<file path="src/hdl/btsd_pkg.sv">
// btsd_pkg: shared types and constants of the ber tlv stream decoder
// no dependencies; used by the decoder modules, the checker and the bench
package btsd_pkg;

  localparam logic [7:0] TagInteger = 8'h02;
  localparam logic [7:0] TagOctets  = 8'h04;
  localparam logic [7:0] TagNull    = 8'h05;

  localparam logic [7:0] LongFormBit = 8'h80;
  localparam logic [6:0] LenCountMask = 7'h7F;

  localparam logic [1:0] PhTag      = 2'd0;
  localparam logic [1:0] PhLenFirst = 2'd1;
  localparam logic [1:0] PhLenMore  = 2'd2;
  localparam logic [1:0] PhContent  = 2'd3;

  typedef enum logic [2:0] {
    EvInt    = 3'd0,
    EvSByte  = 3'd1,
    EvSEmpty = 3'd2,
    EvNull   = 3'd3,
    EvOther  = 3'd4,
    EvLenErr = 3'd5,
    EvIntErr = 3'd6,
    EvStrErr = 3'd7
  } event_e;

  typedef struct packed {
    logic [2:0]  event_res;
    logic [7:0]  elem_tag;
    logic [31:0] value;
    logic [31:0] elem_length;
    logic        last;
  } res_t;

endpackage

</file>
<file path="src/hdl/btsd_ifs.sv">
// btsd channel interfaces: input byte, result and configuration write channels
// valid/ready handshake; no package dependencies
interface btsd_in_if;
  logic       valid;
  logic       ready;
  logic [7:0] in_byte;
  modport source (output valid, output in_byte, input ready);
  modport sink (input valid, input in_byte, output ready);
endinterface

interface btsd_out_if;
  logic        valid;
  logic        ready;
  logic [2:0]  event_res;
  logic [7:0]  elem_tag;
  logic [31:0] value;
  logic [31:0] elem_length;
  logic        last;
  modport source (output valid, output event_res, output elem_tag, output value,
                  output elem_length, output last, input ready);
  modport sink (input valid, input event_res, input elem_tag, input value,
                input elem_length, input last, output ready);
endinterface

interface btsd_cfg_if;
  logic        valid;
  logic        ready;
  logic [31:0] max_string_len;
  modport source (output valid, output max_string_len, input ready);
  modport sink (input valid, input max_string_len, output ready);
endinterface

</file>
<file path="src/hdl/btsd_core.sv">
// btsd_core: element parsing state and per-byte result decode
// depends on btsd_pkg
module btsd_core #(
  parameter int MAX_FIELD_BYTES = 4
) (
  input  logic               clk_i,
  input  logic               rst_ni,
  input  logic               accept_i,
  input  logic [7:0]         in_byte_i,
  input  logic [31:0]        max_len_i,
  output logic               emit_o,
  output btsd_pkg::res_t     res_o
);

  localparam int LblW = $clog2(MAX_FIELD_BYTES + 1);

  logic [1:0]      phase_q, phase_d;
  logic [7:0]      tag_q, tag_d;
  logic [LblW-1:0] lbl_q, lbl_d, lbl_dec;
  logic [31:0]     dlen_q, dlen_d;
  logic [31:0]     cl_q, cl_d, cl_dec;
  logic [31:0]     acc_q, acc_d, acc_n;
  logic            disc_q, disc_d;
  logic [31:0]     len_new;
  logic            do_begin;
  logic            done;
  logic [6:0]      n_len;

  always_comb begin
    phase_d  = phase_q;
    tag_d    = tag_q;
    lbl_d    = lbl_q;
    dlen_d   = dlen_q;
    cl_d     = cl_q;
    acc_d    = acc_q;
    disc_d   = disc_q;
    len_new  = dlen_q;
    do_begin = 1'b0;
    emit_o   = 1'b0;
    res_o    = '{event_res: btsd_pkg::EvOther, elem_tag: tag_q, value: '0,
                 elem_length: '0, last: 1'b1};
    n_len    = in_byte_i[6:0] & btsd_pkg::LenCountMask;
    lbl_dec  = (lbl_q != '0) ? lbl_q - LblW'(1) : '0;
    cl_dec   = cl_q - 32'd1;
    done     = (cl_dec == '0);
    acc_n    = {acc_q[23:0], in_byte_i};

    case (phase_q)
      btsd_pkg::PhTag: begin
        tag_d   = in_byte_i;
        dlen_d  = '0;
        phase_d = btsd_pkg::PhLenFirst;
      end
      btsd_pkg::PhLenFirst: begin
        if ((in_byte_i & btsd_pkg::LongFormBit) == 8'h00) begin
          len_new  = {24'h0, in_byte_i};
          do_begin = 1'b1;
        end else if (n_len > 7'(MAX_FIELD_BYTES)) begin
          phase_d          = btsd_pkg::PhTag;
          dlen_d           = '0;
          emit_o           = 1'b1;
          res_o.event_res  = btsd_pkg::EvLenErr;
        end else begin
          dlen_d = '0;
          if (n_len == '0) begin
            len_new  = '0;
            do_begin = 1'b1;
          end else begin
            lbl_d   = LblW'(n_len);
            phase_d = btsd_pkg::PhLenMore;
          end
        end
      end
      btsd_pkg::PhLenMore: begin
        len_new = {dlen_q[23:0], in_byte_i};
        dlen_d  = len_new;
        lbl_d   = lbl_dec;
        if (lbl_dec == '0) begin
          do_begin = 1'b1;
        end
      end
      btsd_pkg::PhContent: begin
        if (cl_q == '0) begin
          phase_d = btsd_pkg::PhTag;
        end else begin
          cl_d = cl_dec;
          if (done) begin
            phase_d = btsd_pkg::PhTag;
          end
          res_o.elem_length = dlen_q;
          if (disc_q) begin
            if (done) begin
              disc_d = 1'b0;
            end
          end else if (tag_q == btsd_pkg::TagInteger) begin
            acc_d = acc_n;
            if (done) begin
              emit_o          = 1'b1;
              res_o.event_res = btsd_pkg::EvInt;
              res_o.value     = acc_n;
            end
          end else if (tag_q == btsd_pkg::TagOctets) begin
            emit_o          = 1'b1;
            res_o.event_res = btsd_pkg::EvSByte;
            res_o.value     = {24'h0, in_byte_i};
            res_o.last      = done;
          end else if (done) begin
            emit_o          = 1'b1;
            res_o.event_res = (tag_q == btsd_pkg::TagNull) ? btsd_pkg::EvNull
                                                           : btsd_pkg::EvOther;
          end
        end
      end
      default: begin
        phase_d = btsd_pkg::PhTag;
      end
    endcase

    // start of contents once the length is known
    if (do_begin) begin
      dlen_d            = len_new;
      cl_d              = len_new;
      acc_d             = '0;
      disc_d            = 1'b0;
      res_o.elem_length = len_new;
      if (tag_q == btsd_pkg::TagInteger && len_new > 32'(MAX_FIELD_BYTES)) begin
        disc_d          = 1'b1;
        phase_d         = btsd_pkg::PhContent;
        emit_o          = 1'b1;
        res_o.event_res = btsd_pkg::EvIntErr;
      end else if (tag_q == btsd_pkg::TagOctets && len_new > max_len_i) begin
        disc_d          = (len_new != '0);
        phase_d         = (len_new != '0) ? btsd_pkg::PhContent : btsd_pkg::PhTag;
        emit_o          = 1'b1;
        res_o.event_res = btsd_pkg::EvStrErr;
      end else if (len_new == '0) begin
        phase_d = btsd_pkg::PhTag;
        emit_o  = 1'b1;
        if (tag_q == btsd_pkg::TagInteger) begin
          res_o.event_res = btsd_pkg::EvInt;
        end else if (tag_q == btsd_pkg::TagOctets) begin
          res_o.event_res = btsd_pkg::EvSEmpty;
        end else if (tag_q == btsd_pkg::TagNull) begin
          res_o.event_res = btsd_pkg::EvNull;
        end else begin
          res_o.event_res = btsd_pkg::EvOther;
        end
      end else begin
        phase_d = btsd_pkg::PhContent;
      end
    end
  end

  always_ff @(posedge clk_i or negedge rst_ni) begin
    if (!rst_ni) begin
      phase_q <= btsd_pkg::PhTag;
      tag_q   <= '0;
      lbl_q   <= '0;
      dlen_q  <= '0;
      cl_q    <= '0;
      acc_q   <= '0;
      disc_q  <= 1'b0;
    end else if (accept_i) begin
      phase_q <= phase_d;
      tag_q   <= tag_d;
      lbl_q   <= lbl_d;
      dlen_q  <= dlen_d;
      cl_q    <= cl_d;
      acc_q   <= acc_d;
      disc_q  <= disc_d;
    end
  end

endmodule

</file>
<file path="src/hdl/btsd_outreg.sv">
// btsd_outreg: result register between the decode logic and the result channel
// depends on btsd_pkg
module btsd_outreg (
  input  logic           clk_i,
  input  logic           rst_ni,
  input  logic           accept_i,
  input  logic           emit_i,
  input  btsd_pkg::res_t res_i,
  output logic           in_ready_o,
  output logic           out_valid_o,
  input  logic           out_ready_i,
  output btsd_pkg::res_t res_o
);

  logic           valid_q;
  btsd_pkg::res_t res_q;

  assign in_ready_o  = !valid_q || out_ready_i;
  assign out_valid_o = valid_q;
  assign res_o       = res_q;

  always_ff @(posedge clk_i or negedge rst_ni) begin
    if (!rst_ni) begin
      valid_q <= 1'b0;
    end else if (accept_i && emit_i) begin
      valid_q <= 1'b1;
    end else if (out_ready_i) begin
      valid_q <= 1'b0;
    end
  end

  always_ff @(posedge clk_i) begin
    if (accept_i && emit_i) begin
      res_q <= res_i;
    end
  end

endmodule

</file>
<file path="src/hdl/ber_tlv_stream_decoder.sv">
// ber_tlv_stream_decoder: top level of the ber tlv stream decoder
// depends on btsd_pkg, btsd_ifs, btsd_core and btsd_outreg
//
// usage:
//   in_i carries one byte of a stream of back-to-back ber elements per item
//   (tag, short or long length, contents). out_o gives at most one result
//   item per input byte: integer value, string byte, empty string, null,
//   other element done, or one of three error codes, with the element tag
//   and decoded length. cfg_i writes max_string_len and is always ready;
//   write it only while no item is in flight.
//   a result is registered and shows on out_o in the cycle after the byte
//   that causes it is accepted. in_i takes one byte per cycle while the one-entry
//   result register can take a result; btsd_core updates its state per byte.
//   in_i.ready is high whenever the result register is empty or being
//   taken; when the receiver stalls with a result held, input stalls too.
//   reset clears the parse state to expect a tag, empties the result
//   register and sets max_string_len to all ones.
module ber_tlv_stream_decoder #(
  parameter int MAX_FIELD_BYTES = 4
) (
  input  logic       clk_i,
  input  logic       rst_ni,
  btsd_in_if.sink    in_i,
  btsd_out_if.source out_o,
  btsd_cfg_if.sink   cfg_i
);

  logic           accept;
  logic           emit;
  logic           in_ready;
  logic [31:0]    max_len_q;
  btsd_pkg::res_t res;
  btsd_pkg::res_t res_out;

  assign accept      = in_i.valid && in_ready;
  assign in_i.ready  = in_ready;
  assign cfg_i.ready = 1'b1;

  always_ff @(posedge clk_i or negedge rst_ni) begin
    if (!rst_ni) begin
      max_len_q <= '1;
    end else if (cfg_i.valid) begin
      max_len_q <= cfg_i.max_string_len;
    end
  end

  btsd_core #(
    .MAX_FIELD_BYTES(MAX_FIELD_BYTES)
  ) u_core (
    .clk_i     (clk_i),
    .rst_ni    (rst_ni),
    .accept_i  (accept),
    .in_byte_i (in_i.in_byte),
    .max_len_i (max_len_q),
    .emit_o    (emit),
    .res_o     (res)
  );

  btsd_outreg u_outreg (
    .clk_i       (clk_i),
    .rst_ni      (rst_ni),
    .accept_i    (accept),
    .emit_i      (emit),
    .res_i       (res),
    .in_ready_o  (in_ready),
    .out_valid_o (out_o.valid),
    .out_ready_i (out_o.ready),
    .res_o       (res_out)
  );

  assign out_o.event_res   = res_out.event_res;
  assign out_o.elem_tag    = res_out.elem_tag;
  assign out_o.value       = res_out.value;
  assign out_o.elem_length = res_out.elem_length;
  assign out_o.last        = res_out.last;

endmodule

</file>
<file path="src/flat_wrapper.sv">
// flat-port wrapper written by rule: the top's interface ports become plain ports
module ber_tlv_stream_decoder_flat 
#(
  parameter int MAX_FIELD_BYTES = 4
)
  (clk_i, rst_ni, in_i_valid, in_i_in_byte, in_i_ready, out_o_valid, out_o_event_res, out_o_elem_tag, out_o_value, out_o_elem_length, out_o_last, out_o_ready, cfg_i_valid, cfg_i_max_string_len, cfg_i_ready);
  btsd_in_if in_i_i ();
  btsd_out_if out_o_i ();
  btsd_cfg_if cfg_i_i ();
  input  logic clk_i;
  input  logic rst_ni;
  input wire logic [$bits(in_i_i.valid)-1:0] in_i_valid;
  input wire logic [$bits(in_i_i.in_byte)-1:0] in_i_in_byte;
  output wire logic [$bits(in_i_i.ready)-1:0] in_i_ready;
  output wire logic [$bits(out_o_i.valid)-1:0] out_o_valid;
  output wire logic [$bits(out_o_i.event_res)-1:0] out_o_event_res;
  output wire logic [$bits(out_o_i.elem_tag)-1:0] out_o_elem_tag;
  output wire logic [$bits(out_o_i.value)-1:0] out_o_value;
  output wire logic [$bits(out_o_i.elem_length)-1:0] out_o_elem_length;
  output wire logic [$bits(out_o_i.last)-1:0] out_o_last;
  input wire logic [$bits(out_o_i.ready)-1:0] out_o_ready;
  input wire logic [$bits(cfg_i_i.valid)-1:0] cfg_i_valid;
  input wire logic [$bits(cfg_i_i.max_string_len)-1:0] cfg_i_max_string_len;
  output wire logic [$bits(cfg_i_i.ready)-1:0] cfg_i_ready;
  assign in_i_i.valid = in_i_valid;
  assign in_i_i.in_byte = in_i_in_byte;
  assign in_i_ready = in_i_i.ready;
  assign out_o_valid = out_o_i.valid;
  assign out_o_event_res = out_o_i.event_res;
  assign out_o_elem_tag = out_o_i.elem_tag;
  assign out_o_value = out_o_i.value;
  assign out_o_elem_length = out_o_i.elem_length;
  assign out_o_last = out_o_i.last;
  assign out_o_i.ready = out_o_ready;
  assign cfg_i_i.valid = cfg_i_valid;
  assign cfg_i_i.max_string_len = cfg_i_max_string_len;
  assign cfg_i_ready = cfg_i_i.ready;
  ber_tlv_stream_decoder #(.MAX_FIELD_BYTES(MAX_FIELD_BYTES)) u_core (.clk_i(clk_i), .rst_ni(rst_ni), .in_i(in_i_i), .out_o(out_o_i), .cfg_i(cfg_i_i));
endmodule
</file>
<file path="config.mk">
export PLATFORM = sky130hd
export DESIGN_NAME = ber_tlv_stream_decoder_flat
export DESIGN_NICKNAME = d
export VERILOG_FILES = /design/src/hdl/btsd_pkg.sv /design/src/hdl/btsd_ifs.sv /design/src/hdl/btsd_core.sv /design/src/hdl/btsd_outreg.sv /design/src/hdl/ber_tlv_stream_decoder.sv /design/src/flat_wrapper.sv
export SDC_FILE = /design/constraint.sdc
export NUM_CORES = 1
export LEC_CHECK = 0
export ABC_AREA = 1
export BUFFER_PORTS_ARGS = -buffer_cell sky130_fd_sc_hd__buf_2
export CAP_MARGIN = 20
export CORE_MARGIN = 4
export CORE_UTILIZATION = 53
export CTS_BUF_LIST = sky130_fd_sc_hd__clkbuf_8
export DETAILED_ROUTE_END_ITERATION = 8
export PLACE_DENSITY = 0.73
export SYNTH_ARGS = -nofsm -noshare
export SYNTH_HDL_FRONTEND = slang
export SYNTH_SLANG_ARGS = --single-unit
</file>
<file path="constraint.sdc">
create_clock -name clk_i -period 12.4 [get_ports clk_i]
set_input_delay 1.24 -clock clk_i [delete_from_list [all_inputs] [get_ports clk_i]]
set_output_delay 1.24 -clock clk_i [all_outputs]
set_load 0.01 [all_outputs]
</file>
* After elaboration in Yosys (flattened, before gate mapping)
Index checks and enable logic that the tools add are counted.
** Word-level totals
- Register bits after elaboration :: 211
- Bits of input ports :: 45
- Logic and storage cells :: 146
** Operators by class
- $add $sub $neg :: 2
- Magnitude comparators :: 3
- Equality and inequality tests :: 14
- Muxes and demuxes :: 82
- Bitwise logic cells :: 2
- Reductions and logical operators :: 29
** Operators with widths (number)
- two-way mux 32 bit :: 11
- two-way mux 24 bit :: 5
- logical NOT 32 bit :: 3
- case mux 32 bit (3 select lines) :: 1
- two-way mux 33 bit :: 2
- case mux 32 bit (2 select lines) :: 1
- two-way mux 3 bit :: 17
- > comparator 32 x 3 -> 1 bit, second input constant :: 1
- > comparator 32 bit :: 1
- nonzero test 32 bit :: 1
- subtractor 32 x 1 -> 32 bit, second input constant :: 1
- two-way mux 1 bit :: 29
- two-way mux 2 bit :: 10
- == test 8 x 3 -> 1 bit, second input constant :: 2
- AND reduction 5 bit :: 3
- case mux 3 bit (2 select lines) :: 2
- == test 8 x 2 -> 1 bit, second input constant :: 1
- logical NOT 8 bit :: 1
- two-way mux 8 bit :: 1
- != test 2 bit, second input constant :: 4
- != test 4 bit, second input constant :: 2
- nonzero test 2 bit :: 4
- nonzero test 4 bit :: 2
- > comparator 7 x 3 -> 1 bit, second input constant :: 1
- other kinds (19) :: 26

* Logic depth before layout (Yosys ltp)
- Depth in word-level cells :: 14
- Depth in mapped cells :: 28
- Gate-level depth less buffers :: 25

* Cells and area by module
Synthesis repeated with hierarchy kept, for this count alone.
** Second synthesis, totals
- Cell total of the unflattened synthesis :: 1590
- Area total of the unflattened synthesis :: 12436.9 µm²
** By module, submodules not included
- btsd_core :: times used 1, cells each 1368, area each 8754.6 µm², sequential area each 2552.4 µm²
- btsd_outreg :: times used 1, cells each 82, area each 2331.0 µm², sequential area each 2307.2 µm²
- ber_tlv_stream_decoder :: times used 1, cells each 140, area each 1351.3 µm², sequential area each 840.8 µm²

* Least setup slack after synthesis
OpenSTA, ideal clock, no wires.
- Kind :: input-to-reg
- Start point :: in in_i_in_byte[6]
- End point :: reg u_core.u_outreg.res_q (netlist bit u_core.u_outreg.res_o[0]) (enable)
- Setup time :: 0.430 ns
- Arrival :: 4.760 ns
- Setup slack :: 7.210 ns
- Stages on the path :: 25
- Cell sequence :: inv_1 -> nand2_1 -> nor2_1 -> nand2_1 -> buf_2 -> nand2_1 -> nand2_1 -> nand2_1 -> nand2_1 -> ha_1 -> nand2_1 -> inv_1 -> nand3_1 -> nor3_1 -> and3_1 -> nand2_1 -> nand2_1 -> nand3_1 -> nand2_1 -> inv_1 -> nand2_1 -> inv_1 -> nand3_1 -> nand2_1 -> inv_1
** On the way
- Longest elaborated chain between the ends :: 11
** RTL lines
- from (decl) :: RTL line flat_wrapper.sv:13 : input wire logic [$bits(in_i_i.in_byte)-1:0] in_i_in_byte;
- branches (longest 9 deep; another with > comparator 32 bit)
- two-way mux 1 bit (*) :: RTL line btsd_core.sv:120 : if (do_begin) begin
- logical AND 1 bit (*) :: RTL line btsd_outreg.sv:33 : if (accept_i && emit_i) begin
- to (signal assigned) :: RTL line btsd_outreg.sv:34 : res_q <= res_i;
- to (decl) :: RTL line btsd_outreg.sv:16 : btsd_pkg::res_t res_q;
Every way passes the cells marked *.
A chain may end at the register's enable or synchronous reset.

* Worst setup path in the final report
- Start point :: reg u_core.u_core.phase_q[0]
- End point :: reg u_core.u_outreg.res_q (netlist bit u_core.u_outreg.res_o[20]) (enable)
** On the way
- Longest elaborated chain between the ends :: 8
** RTL lines
- from (decl) :: RTL line btsd_core.sv:17 : logic [1:0] phase_q, phase_d;
- from (signal assigned) :: RTL line btsd_core.sv:156 : phase_q <= btsd_pkg::PhTag;
- from (signal assigned) :: RTL line btsd_core.sv:164 : phase_q <= phase_d;
- == test 2 bit / == test 2 x 1 -> 1 bit (equally long branches) :: RTL line btsd_core.sv:48 : case (phase_q)
- case mux 32 bit (2 select lines) :: RTL line btsd_core.sv:48
- > comparator 32 bit / logical NOT 32 bit (equally long branches) :: RTL line btsd_core.sv:131, btsd_core.sv:136
- logical AND 1 bit / two-way mux 1 bit (equally long branches) :: RTL line btsd_core.sv:131, btsd_core.sv:136
- two-way mux 1 bit :: RTL line btsd_core.sv:131 : end else if (tag_q == btsd_pkg::TagOctets && len_new > max_len_i) begin
- two-way mux 1 bit :: RTL line btsd_core.sv:126 : if (tag_q == btsd_pkg::TagInteger && len_new > 32'(MAX_FIELD_BYTES)) begin
- two-way mux 1 bit (*) :: RTL line btsd_core.sv:120
- logical AND 1 bit (*) :: RTL line btsd_outreg.sv:33
Mark *: on every way between the ends. The rest lies on a longest branch, timed or not.

==> results.md <==
Run status:
- The flow ran to the end, and the final reports show no timing, DRC or antenna violations.

Power:
- The clock network power share is 20.8%.
- The power density relative to cell area is 223 mW/mm^2.
- The net switching power is 1.38 mW.
- Sequential cells burn 35.2% of the power.
- Per report_power, the combinational group accounts for 44.0% of the total.
- Cell internal power was estimated by the tool at 1.66 mW.
- The worst voltage drop across the vdd grid is 0.111 mV.
- The net switching fraction of the power is 45.4%.
- In this run the static leakage power is 6.45 nW.

Worst setup path:
- STA classifies the critical path endpoint as a flop.
- The startpoint identified for the worst register-to-register timing path is u_core.u_core.phase_q[0]$_DFFE_PN0P_.
- The last element of the critical path is u_core.u_outreg.res_o[20]$_DFFE_PP_.
- The depth of the worst register-to-register path is 24.
- STA puts the critical path data required time at 12.57 ns.
- The worst setup path is of the flop to flop kind.
- The worst setup path is launched from a flop.
- Along the worst path, the maximum fanout reaches 43.
- Data arrives at the worst endpoint at 5.75 ns.
- The internal reg-to-reg setup slack is 6.82 ns.
- In this run the worst setup path begins at u_core.u_core.phase_q[0]$_DFFE_PN0P_.
- The worst register-to-register path ends at u_core.u_outreg.res_o[20]$_DFFE_PP_.

Logic synthesis:
- The gate count after technology mapping is 1,555.
- The post-synth net total is 1,640.
- The number of warnings printed during yosys synthesis is 0.
- The count of flip-flops with a built-in enable after synthesis is 76.
- The post-synthesis async set-or-reset flop share is 64.0%.
- The synthesized area divided by synthesized cell count is 7.80 um^2.
- The register area share after synthesis is 47.0%.
- The share of synthesized area in the top cell type comes to 21.2%.
- The synthesized netlist devotes 27.1% of its cell area to simple gates.
- The biggest area contributor in the post-synthesis netlist is sky130_fd_sc_hd__dfrtp_1.
- The post-synth design cell area is 0.0121 mm^2.
- After synthesis, the share of cell area in mux cells is 0.0928%.
- Ranked by total cell area, the synthesized netlist is headed by sky130_fd_sc_hd__dfrtp_1 21%, sky130_fd_sc_hd__edfxtp_1 19%, sky130_fd_sc_hd__nand2_1 12%.
- The largest family of logic cells by synthesized area is simple AND/OR/NAND/NOR gates.
- The unique cell type count in the Yosys netlist is 46.
- In this run, synthesis produced a sequential element count of 211.
- In the synthesized netlist the dominant register cell turns out to be sky130_fd_sc_hd__dfrtp_1.
- The compound-cell area share of the yosys netlist is 12.4%.
- The xor/xnor cell area share of the yosys netlist is 0.217%.
- After Yosys synthesis, full adders, half adders and majority gates account for 4.12% of the synthesized area.

Routing:
- The met3 layer wire length in the routed design is 2830 um.
- After detailed routing, the number of remaining DRC violations is 0.
- The routed layout has 10,938 vias.
- Summed over all nets, wire length on met2 after detailed routing comes to 15,500 um.
- The uppermost layer routed is met5.
- The average detailed-routed wire length per instance is 17.3 um.
- The number of detailed-route iterations in the first pass is 6.
- The routed metal-1 wirelength is 15,000 um.
- In this run the remaining antenna-violating nets after routing total 0.
- The initial detailed-routing violation count is 1,059.
- In the routed layout, each cell is associated on average with a via count of 5.53.
- Summed over all layers, the routed wires come to 34,200 um.

Placement:
- The count of buffers added on input and output ports is 122.
- The HPWL reported at the end of detailed placement is 24,800 um.
- The weighted congestion reported at the end of routability-driven placement is 0.980.

GRT:
- Entering global routing, the biggest net connects 72 pins.
- The number of global-route vias before repair is 10,293.
- In the global route stage, overall resource usage came out at 26.3%.
- The global route total overflow is 0.
- The number of antenna violations at the first check in global routing was 1.
- The first global-routing pass estimated 54,000 um of wire.

Clock network:
- The source-to-sink clock delay at the later pin of the worst-skew pair is 0.56 ns.
- The library cell used as clock root buffer is sky130_fd_sc_hd__clkbuf_8.
- The total number of H-tree levels is 2.
- The clock-pin slew of the registers on the worst-case setup and hold paths is 0.06 ns.
- The clock drives 211 sinks.
- The count of instances resized after the clock tree is built is 0.
- The number of hold buffers added after CTS was 0.
- TritonCTS built the clock tree.
- In this run, CTS created clock tree buffers numbering 38.
- No sink is reached through more buffers than the 3 on the longest clock path.
- The post-CTS setup buffer count is 0.

Cells and area:
- For this run, the post-layout net count is 1,747.
- Relative to the synthesized area, the layout overhead comes to 12.0%.
- The repair_antennas step left the layout with diodes totalling 0.
- The utilization after layout is 60.2%.
- The library cell used most frequently in the layout, excluding fill and tap cells, is sky130_fd_sc_hd__nand2_1.
- The layout filler cell count is 2,046.
- The share of cells above drive strength 1 is 16.3%.
- In the layout the commonest cells are 401 x sky130_fd_sc_hd__nand2_1, 217 x sky130_fd_sc_hd__inv_1, 177 x sky130_fd_sc_hd__o21ai_0.

Timing:
- The maximum frequency from static timing analysis is 0.179 GHz.
- The number of slew-limit violations in the final report is 0.
- The number of hold violations in the final report came to 0.
- The relative max-transition margin is 27.7%.
- The smallest clock period supported by the final layout is computed as 5.58 ns.
- The worst path uses 45.0% of the clock period.
- The worst-case hold slack is 0.484 ns.
- At the pin with the least slew margin, the transition time is 1.08 ns.
- Across the routed clock network, the largest skew measured is 0.0292 ns.
- Setup violations remaining at the end of the flow were counted as 0.
- Setup repair after global routing left no endpoint under its margin.
- For the final routed database, the setup TNS stands at 0 ns.

Min path:
- The class of the tightest hold or removal check is flop to flop.

Floorplanning:
- The initial utilization of the core area, before any placement, comes to 53.8%.
- The core region area is 0.0226 mm^2.
- The count of pins on the block boundary is 124.
- The floorplan step set the die height to 159 um.
- The horizontal die dimension is 159 um.
- The cell row count is 55.
- The floorplan step defined a die boundary enclosing 0.0254 mm^2.

Run:
- Across the run, the number of max-cap violations was 0.
==> state kept, by name, indices dropped and copies added, names as in the netlist <==
name	cells
u_core.u_outreg.out_valid_o	1
u_core.u_core.dlen_q	32
u_core.u_core.phase_q	2
u_core.max_len_q	32
u_core.u_core.tag_q	8
u_core.u_core.acc_q	24
u_core.u_core.disc_q	1
u_core.u_core.lbl_q	3
u_core.u_outreg.res_o	76
u_core.u_core.cl_q	32
==> critical path, cell delays in order, from the launching register on <==
cell                      delay [ns]
sky130_fd_sc_hd__dfrtp_1        0.42
sky130_fd_sc_hd__inv_1          0.09
sky130_fd_sc_hd__ha_1           0.45
sky130_fd_sc_hd__inv_1          0.50
sky130_fd_sc_hd__buf_4          0.49
sky130_fd_sc_hd__nand2_1        0.11
sky130_fd_sc_hd__nand2_1        0.18
sky130_fd_sc_hd__inv_1          0.07
sky130_fd_sc_hd__ha_1           0.30
sky130_fd_sc_hd__nand2_1        0.08
sky130_fd_sc_hd__inv_1          0.07
sky130_fd_sc_hd__nand3_1        0.06
sky130_fd_sc_hd__nor3_1         0.25
sky130_fd_sc_hd__and3_1         0.28
sky130_fd_sc_hd__nand2_1        0.07
sky130_fd_sc_hd__nand2_1        0.07
sky130_fd_sc_hd__nand3_1        0.10
sky130_fd_sc_hd__nand2_1        0.10
sky130_fd_sc_hd__inv_1          0.04
sky130_fd_sc_hd__nand2_1        0.06
sky130_fd_sc_hd__inv_1          0.05
sky130_fd_sc_hd__nand3_1        0.06
sky130_fd_sc_hd__nand2_1        0.08
sky130_fd_sc_hd__inv_2          0.53
sky130_fd_sc_hd__buf_4          0.63
==> cells in the mapped netlist (18+ instances only) <==
master / number
sky130_fd_sc_hd__o21ai_0: 177
sky130_fd_sc_hd__nor2_2: 19
sky130_fd_sc_hd__ha_1: 40
sky130_fd_sc_hd__clkbuf_1: 36
sky130_fd_sc_hd__nand3_1: 96
sky130_fd_sc_hd__nor3_1: 25
sky130_fd_sc_hd__nand2_1: 401
sky130_fd_sc_hd__dfrtp_1: 103
sky130_fd_sc_hd__o31ai_1: 20
sky130_fd_sc_hd__nor2_4: 18
sky130_fd_sc_hd__a31oi_1: 21
sky130_fd_sc_hd__dfstp_2: 32
sky130_fd_sc_hd__inv_1: 199
sky130_fd_sc_hd__nor2_1: 146
sky130_fd_sc_hd__edfxtp_1: 76
sky130_fd_sc_hd__a21oi_1: 49
==> worst min path at each step <==
stage,start,end,cells after the start
2_1_floorplan,u_core.u_core.tag_q[0]$_DFFE_PN0P_,u_core.u_outreg.res_o[65]$_DFFE_PP_,0
3_3_place_gp,u_core.u_core.tag_q[7]$_DFFE_PN0P_,u_core.u_outreg.res_o[72]$_DFFE_PP_,0
3_5_place_dp,u_core.u_core.tag_q[4]$_DFFE_PN0P_,u_core.u_outreg.res_o[69]$_DFFE_PP_,0
4_1_cts,u_core.u_core.tag_q[4]$_DFFE_PN0P_,u_core.u_outreg.res_o[69]$_DFFE_PP_,0
5_1_grt,u_core.u_core.tag_q[5]$_DFFE_PN0P_,u_core.u_outreg.res_o[70]$_DFFE_PP_,0
6_report,u_core.u_core.tag_q[4]$_DFFE_PN0P_,u_core.u_outreg.res_o[69]$_DFFE_PP_,0
==> metal layers <==
| metal | track usage (%) | vias up |
|---|---|---|
| li1 | - | 5286 |
| met4 | 8.56 | 2 |
| met1 | 37.7 | 5080 |
| met5 | 0 | - |
| met2 | 40.9 | 492 |
| met3 | 4.63 | 78 |
==> cell type report <==
| cell class | count | area [um^2] | area share [%] |
|---|---|---|---|
| clock buffers | 41 | 564 | 4.15 |
| clock inverters | 29 | 160 | 1.18 |
| inverters | 206 | 776 | 5.71 |
| multi-input cells | 1073 | 5340 | 39.3 |
| flip-flops and latches | 211 | 5700 | 42.0 |
| well taps | 285 | 357 | 2.62 |
| repair buffers | 132 | 688 | 5.06 |
==> metrics by stage <==
step	cell area, um^2	instances	setup WS (ns)	power, mW
6_report	13600	1977	6.82	3.03
4_1_cts	13600	1977	6.91	3.02
3_3_place_gp	12900	1907	6.77	2.35
5_1_grt	13600	1977	6.44	3.27
2_1_floorplan	12100	1555	7.21	2.01
3_5_place_dp	12900	1907	6.67	2.38
==> cell families after synthesis <==
group	count (synthesis)
xor gates and xnor gates	3
adders and majority gates	40
AOI/OAI and AO/OA	282
and+or+nand+nor	746
buffers and inverters	271
DFF	211
muxes	1
other	1
==> power groups by stage <==
stage / sequential, mW / clock (mW) / combinational, mW
3_5_place_dp: 1.07 / 0 / 1.31
6_report: 1.07 / 0.632 / 1.33
4_1_cts: 1.06 / 0.643 / 1.32
3_3_place_gp: 1.07 / 0 / 1.28
5_1_grt: 1.09 / 0.673 / 1.51
2_1_floorplan: 1.05 / 0 / 0.962
Note: power is estimated with default switching activity, not from simulation.
